`config.mk`:
```
export PLATFORM = sky130hd
export DESIGN_NAME = mdpa_front
export DESIGN_NICKNAME = d
export VERILOG_FILES = /design/src/sv/mdpa_pkg.sv /design/src/sv/mdpa_front.sv
export SDC_FILE = /design/constraint.sdc
export NUM_CORES = 1
export LEC_CHECK = 0
export ABC_CLOCK_PERIOD_IN_PS = 4100
export BUFFER_PORTS_ARGS = -buffer_cell sky130_fd_sc_hd__buf_2
export CAP_MARGIN = 20
export CORE_ASPECT_RATIO = 0.75
export CORE_UTILIZATION = 40
export DETAILED_ROUTE_END_ITERATION = 6
export GPL_ROUTABILITY_DRIVEN = 0
export PLACE_DENSITY = 0.57
export SLEW_MARGIN = 20
export SYNTH_ARGS = -nofsm -noshare
export SYNTH_HDL_FRONTEND = slang
export SYNTH_SLANG_ARGS = --single-unit
```
`constraint.sdc`:
```
create_clock -name i_clk -period 4.1 [get_ports i_clk]
set_input_delay 0.205 -clock i_clk [delete_from_list [all_inputs] [get_ports i_clk]]
set_output_delay 0.205 -clock i_clk [all_outputs]
set_load 0.05 [all_outputs]
```
`src/sv/mdpa_pkg.sv`:
```
// Shared types and constants for the modular dot-product accumulator.
// Depends on nothing; imported by every module of the block.
package mdpa_pkg;
    localparam int unsigned FIELD_BITS     = 64;
    localparam int unsigned WORD_BITS_DEF  = 64;
    localparam int unsigned QUEUE_DEPTH    = 4;
    localparam logic [FIELD_BITS-1:0] MODULUS_RESET = 64'd1;

    // Front-to-back queue entry: operand pair and last mark
    typedef struct packed {
        logic [FIELD_BITS-1:0] a;
        logic [FIELD_BITS-1:0] b;
        logic                  last;
    } t_term;
endpackage

```
`src/sv/mdpa_front.sv`:
```
// Front part: accepts items, masks operands to the word width, and queues them.
// Depends on mdpa_pkg.
module mdpa_front #(
    parameter int unsigned WORD_BITS = mdpa_pkg::WORD_BITS_DEF,
    parameter int unsigned DEPTH     = mdpa_pkg::QUEUE_DEPTH
) (
    input  logic                          i_clk,
    input  logic                          i_rst_n,
    input  logic                          i_valid,
    output logic                          o_ready,
    input  logic [mdpa_pkg::FIELD_BITS-1:0] i_a_value,
    input  logic [mdpa_pkg::FIELD_BITS-1:0] i_b_value,
    input  logic                          i_last_term,
    output logic                          o_q_valid,
    input  logic                          i_q_ready,
    output mdpa_pkg::t_term               o_q_term
);
    import mdpa_pkg::*;
    localparam int unsigned AW = $clog2(DEPTH);
    localparam logic [FIELD_BITS-1:0] MASK = {FIELD_BITS{1'b1}} >> (FIELD_BITS - WORD_BITS);

    t_term r_mem [DEPTH];
    logic [AW-1:0] r_wp, r_rp;
    logic [AW:0]   r_cnt;
    logic          push, pop;

    assign o_ready   = (r_cnt < (AW+1)'(DEPTH));
    assign o_q_valid = (r_cnt != '0);
    assign o_q_term  = r_mem[r_rp];
    assign push      = i_valid && o_ready;
    assign pop       = o_q_valid && i_q_ready;

    // Store the masked item
    always_ff @(posedge i_clk) begin
        if (push) begin
            r_mem[r_wp] <= '{a: i_a_value & MASK, b: i_b_value & MASK, last: i_last_term};
        end
    end

    // Advance pointers and occupancy
    always_ff @(posedge i_clk) begin
        if (!i_rst_n) begin
            r_wp <= '0; r_rp <= '0; r_cnt <= '0;
        end else begin
            if (push) r_wp <= r_wp + 1'b1;
            if (pop)  r_rp <= r_rp + 1'b1;
            r_cnt <= r_cnt + (AW+1)'(push) - (AW+1)'(pop);
        end
    end

    a_no_overflow: assert property (@(posedge i_clk) disable iff (!i_rst_n)
        r_cnt <= (AW+1)'(DEPTH)) else $error("queue overflow");
    a_no_underflow: assert property (@(posedge i_clk) disable iff (!i_rst_n)
        (r_cnt == '0) |-> !pop) else $error("queue underflow");
    a_count: assert property (@(posedge i_clk) disable iff (!i_rst_n)
        (push && !pop) |=> r_cnt == $past(r_cnt) + 1'b1) else $error("count slip");
endmodule

```
==> summary.md <==
| Metric | Value |
|---|---|
| Post-DR vias/cell | 4.88 |
| Fill cell instance count of the final layout | 3730 |
| Worst clock skew | 0.0166 ns |
| Post-route design area | 24000 sq um |
| Routed wirelength normalized by instance count | 20.9 um |
| Endpoint of the most critical register-to-register path | r_cnt[2] |
| Area of placed instances | 21200 sq um |
| Post-synthesis sequential area ratio | 82.1% |
| Dominant cell type by area after synthesis | edfxtp_1 |
| Fin. Hold Viols | 0 |
| Number of max-cap violations | 0 |
| Post-layout net count | 1289 |
| Share of Yosys cell area claimed by the top area cell type | 81.2% |
| Power consumption | 0.0160 W |
| IR drop worst, VDD | 0.550 mV |
| Leakage power of the design | 8.04 nW |
| Capturing element type of the critical path | output pin |
| Tmin final | 2.86 ns |
| Start point of the worst hold path | i_q_ready |
| Synthesized netlist net count | 859 |
| Required @ worst endpoint | 3.89 ns |
| Critical path arrival | 2.65 ns |
| Fraction of layout cells with a size suffix above 1 | 40.5% |
| Path type of the worst min-delay path | primary input to flop |
| Crit-path max cell delay | 0.77 ns |
| Total of endpoints with negative setup slack in the final report | 0 |
| Cell count of the worst hold path | 4 |
| Starting density of the core | 41.0% |
| Port Buffer Count | 263 |
| Die outline area | 48600 sq um |
| TritonCTS buffer count | 49 |
| Crit share post-route | 69.8% |
| CTS root buffer | clkbuf_16 |
| Slew HR | 49.0% |
| Total negative setup slack | 0 ns |
| Category of cells accounting for the largest share of critical-path delay | flip-flops |
| Max frequency | 350 MHz |
| Number of H-tree levels | 2 |
| Count of cells along the worst register-to-register path | 9 |
| Cell count after synthesis | 719 |
| Initial DRT Pass Iterations | 4 |
| Critical register-to-register path startpoint | r_cnt[2] |
| RSZ-0062 raised after global routing | no |
| Dominant cells by area after synthesis | edfxtp_1, mux4_2, dfxtp_1 |
| P per Cell Area | 664 nW/um^2 |
| Maximum number of pins on one net before global-route repair | 113 |
| Overall global routing resource usage | 15.9% |
| Crit-path cells | buf_4 -> mux4_2 -> buf_2 |
| Post-DRT Antenna Nets | 0 |
| Slew @ Worst Pin | 0.766 ns |
| Total number of yosys warnings | 0 |
| Post-route DRC violation count | 0 |
| Via count of the first global-routing pass | 9742 |
| Final HPWL from detailed placement | 22100 um |
| CTS tree | built |
| Cell with the biggest individual delay on the critical path | dfxtp_4 |
| Maximum clock path buffer count | 3 |
| Least setup slack across all paths after layout | 1.24 ns |
| Number of antenna violations at the first check in global routing | 3 |
| Clock latency on the worst-skew pair | 0.58 ns |
| Number of distinct library cell variants in the gate-level netlist after synthesis | 17 |
| Clock sink count | 525 |
| Top-level I/O count | 264 |
| Largest driver fanout on the critical path | 30 |
| Utilization after layout | 51.6% |
| Number of buffers and inverters on the critical path | 2 |
| Area growth from synthesis to layout | 25.9% |
| Flop-to-flop setup slack | 1.80 ns |
| Number of violations reported at the end of detailed-routing iteration 0 | 536 |
| Vias | 8871 |
| Netlist area before placement | 19100 sq um |
| Fraction of the mapped netlist area in compound gates | 0.0918% |
| Mux contribution to synthesized area | 15.3% |
| Result of the run | complete, no violations |
| Placement row count | 68 |
| First-pass GRT wire length | 57900 um |
| Kind of critical path | flop to output pin |
| Adder-cell share of the synthesized area | 0.498% |
| Core area | 46500 sq um |
| Worst setup timing slack at the placement stage | 1.69 ns |
| Combinational family with the most area after synthesis | multiplexers |
| Xor and xnor area share after synthesis | 0.229% |
| Total congestion overflow | 0 |
| Die width | 254 um |
| Clock-pin transition on the worst setup and hold timing paths | 0.06 ns |
| Average size of a mapped cell | 26.5 sq um |
| Height of the chip | 191 um |
| Register bit total from synthesis | 525 |
| Endpoint with the worst hold slack | r_rp[0] |
| Max-slew violations | 0 |
| Detailed-route wire length | 38000 um |
| Simple-gate share of the synthesized area | 0.459% |
| Sort of element at the start of the critical path | flop |
placed cells by master (no fill, tap or decap):
cell type and n:
and2_1 5, clkbuf_16 50, and2_4 4, buf_12 7, fa_1 1, xnor2_1 5, o31a_1 1, inv_16 1
mux4_2 129, diode_2 3, bufinv_16 3, clkbuf_8 3, ha_1 6, mux2i_1 1, edfxtp_1 516, buf_4 8
or3_1 1, dfxtp_1 7, clkinv_8 1, o311ai_0 1, dfxtp_4 2, inv_1 7, buf_2 263, clkinv_1 10
clkbuf_1 10, clkinv_2 7, clkinv_4 1, dlygate4sd3_1 130, nor2b_1 4, clkinvlp_4 1
worst max-delay path by stage:
stage                         from      endpoint  depth (start not counted)  slack, ns
after detailed placement      flop  o_q_term[64]                          3       1.69
after floorplan           r_cnt[2]   r_mem[0][0]                          3       1.38
final                         flop   o_q_term[8]                          3       1.24
after CTS                     flop  o_q_term[64]                          3       1.09
after global routing          flop  o_q_term[64]                          3       1.04
after global placement        flop  o_q_term[61]                          3       1.71
tightest hold or removal path: cells and delay by family:
family / cells / cell delay [ns]
AO/OA/AOI/OAI: 1 / 0.17
AND/OR/NAND/NOR: 1 / 0.11
buffers and inverters: 1 / 0.09
XOR/XNOR: 1 / 0.10
metrics by stage:
stage / std cells / hold WS, ns
2_1_floorplan: 719 / 0.304
5_1_grt: 1816 / 0.153
4_1_cts: 1815 / 0.112
6_report: 1818 / 0.138
3_5_place_dp: 1598 / 0.421
3_3_place_gp: 1598 / 0.420
repair_timing:
action / CTS / global route
hold buffers: 130 / 0
endpoints found under the hold margin: 525 / 0
gates resized for setup: 0 / 0
setup buffers: 0 / 0
cell usage after synthesis:
cell and n:
edfxtp_1 516, xnor2_1 5, and2_1 9, o311ai_0 1, ha_1 6, inv_1 7
or3_1 1, dfxtp_1 9, nor2b_1 4, mux4_2 129, buf_6 13, buf_2 9
buf_4 2, fa_1 1, o31a_1 1, mux2i_1 1, clkbuf_1 5
where the power goes:
part | switching (W) | leakage (nW) | internal (W)
logic | 0.00337 | 2.49 | 0.00153
clock network | 0.00189 | 0.756 | 0.00248
registers | 0.000212 | 4.79 | 0.00648
registers in the layout (all words and copies together) (netlist names), named ones only:
| register | flops |
|---|---|
| r_wp | 2 |
| r_rp | 2 |
| r_mem | 516 |
| r_cnt | 3 |
area by class of cell:
class | instances | area, sq um | area share [%]
tap | 630 | 788 | 3.28
clock buffer | 63 | 1330 | 5.53
inverter | 7 | 26.3 | 0.109
antenna | 3 | 7.51 | 0.0312
clock inverter | 24 | 215 | 0.895
sequential | 525 | 15700 | 65.2
timing repair buffer | 408 | 2820 | 11.7
multi-input combinational | 158 | 3170 | 13.2
kinds of logic (layout without fill, tap and decap cells):
family,after synthesis,after routing
multiplexers,130,130
other,0,3
adder cells (fa/ha/maj),7,7
flip-flops,525,525
XOR/XNOR,5,5
AO/OA/AOI/OAI,2,2
buffers and inverters,36,502
AND/OR/NAND/NOR,14,14
routing by layer:
layer	track usage, %	up-vias	share of wire [%]
met2	25.9	237	48
met4	3.94	2	1.7
li1	-	3965	-
met1	21.5	4615	43
met5	0	-	0.034
met3	4.03	52	6.7
Note: power is estimated with default switching activity, not from simulation.
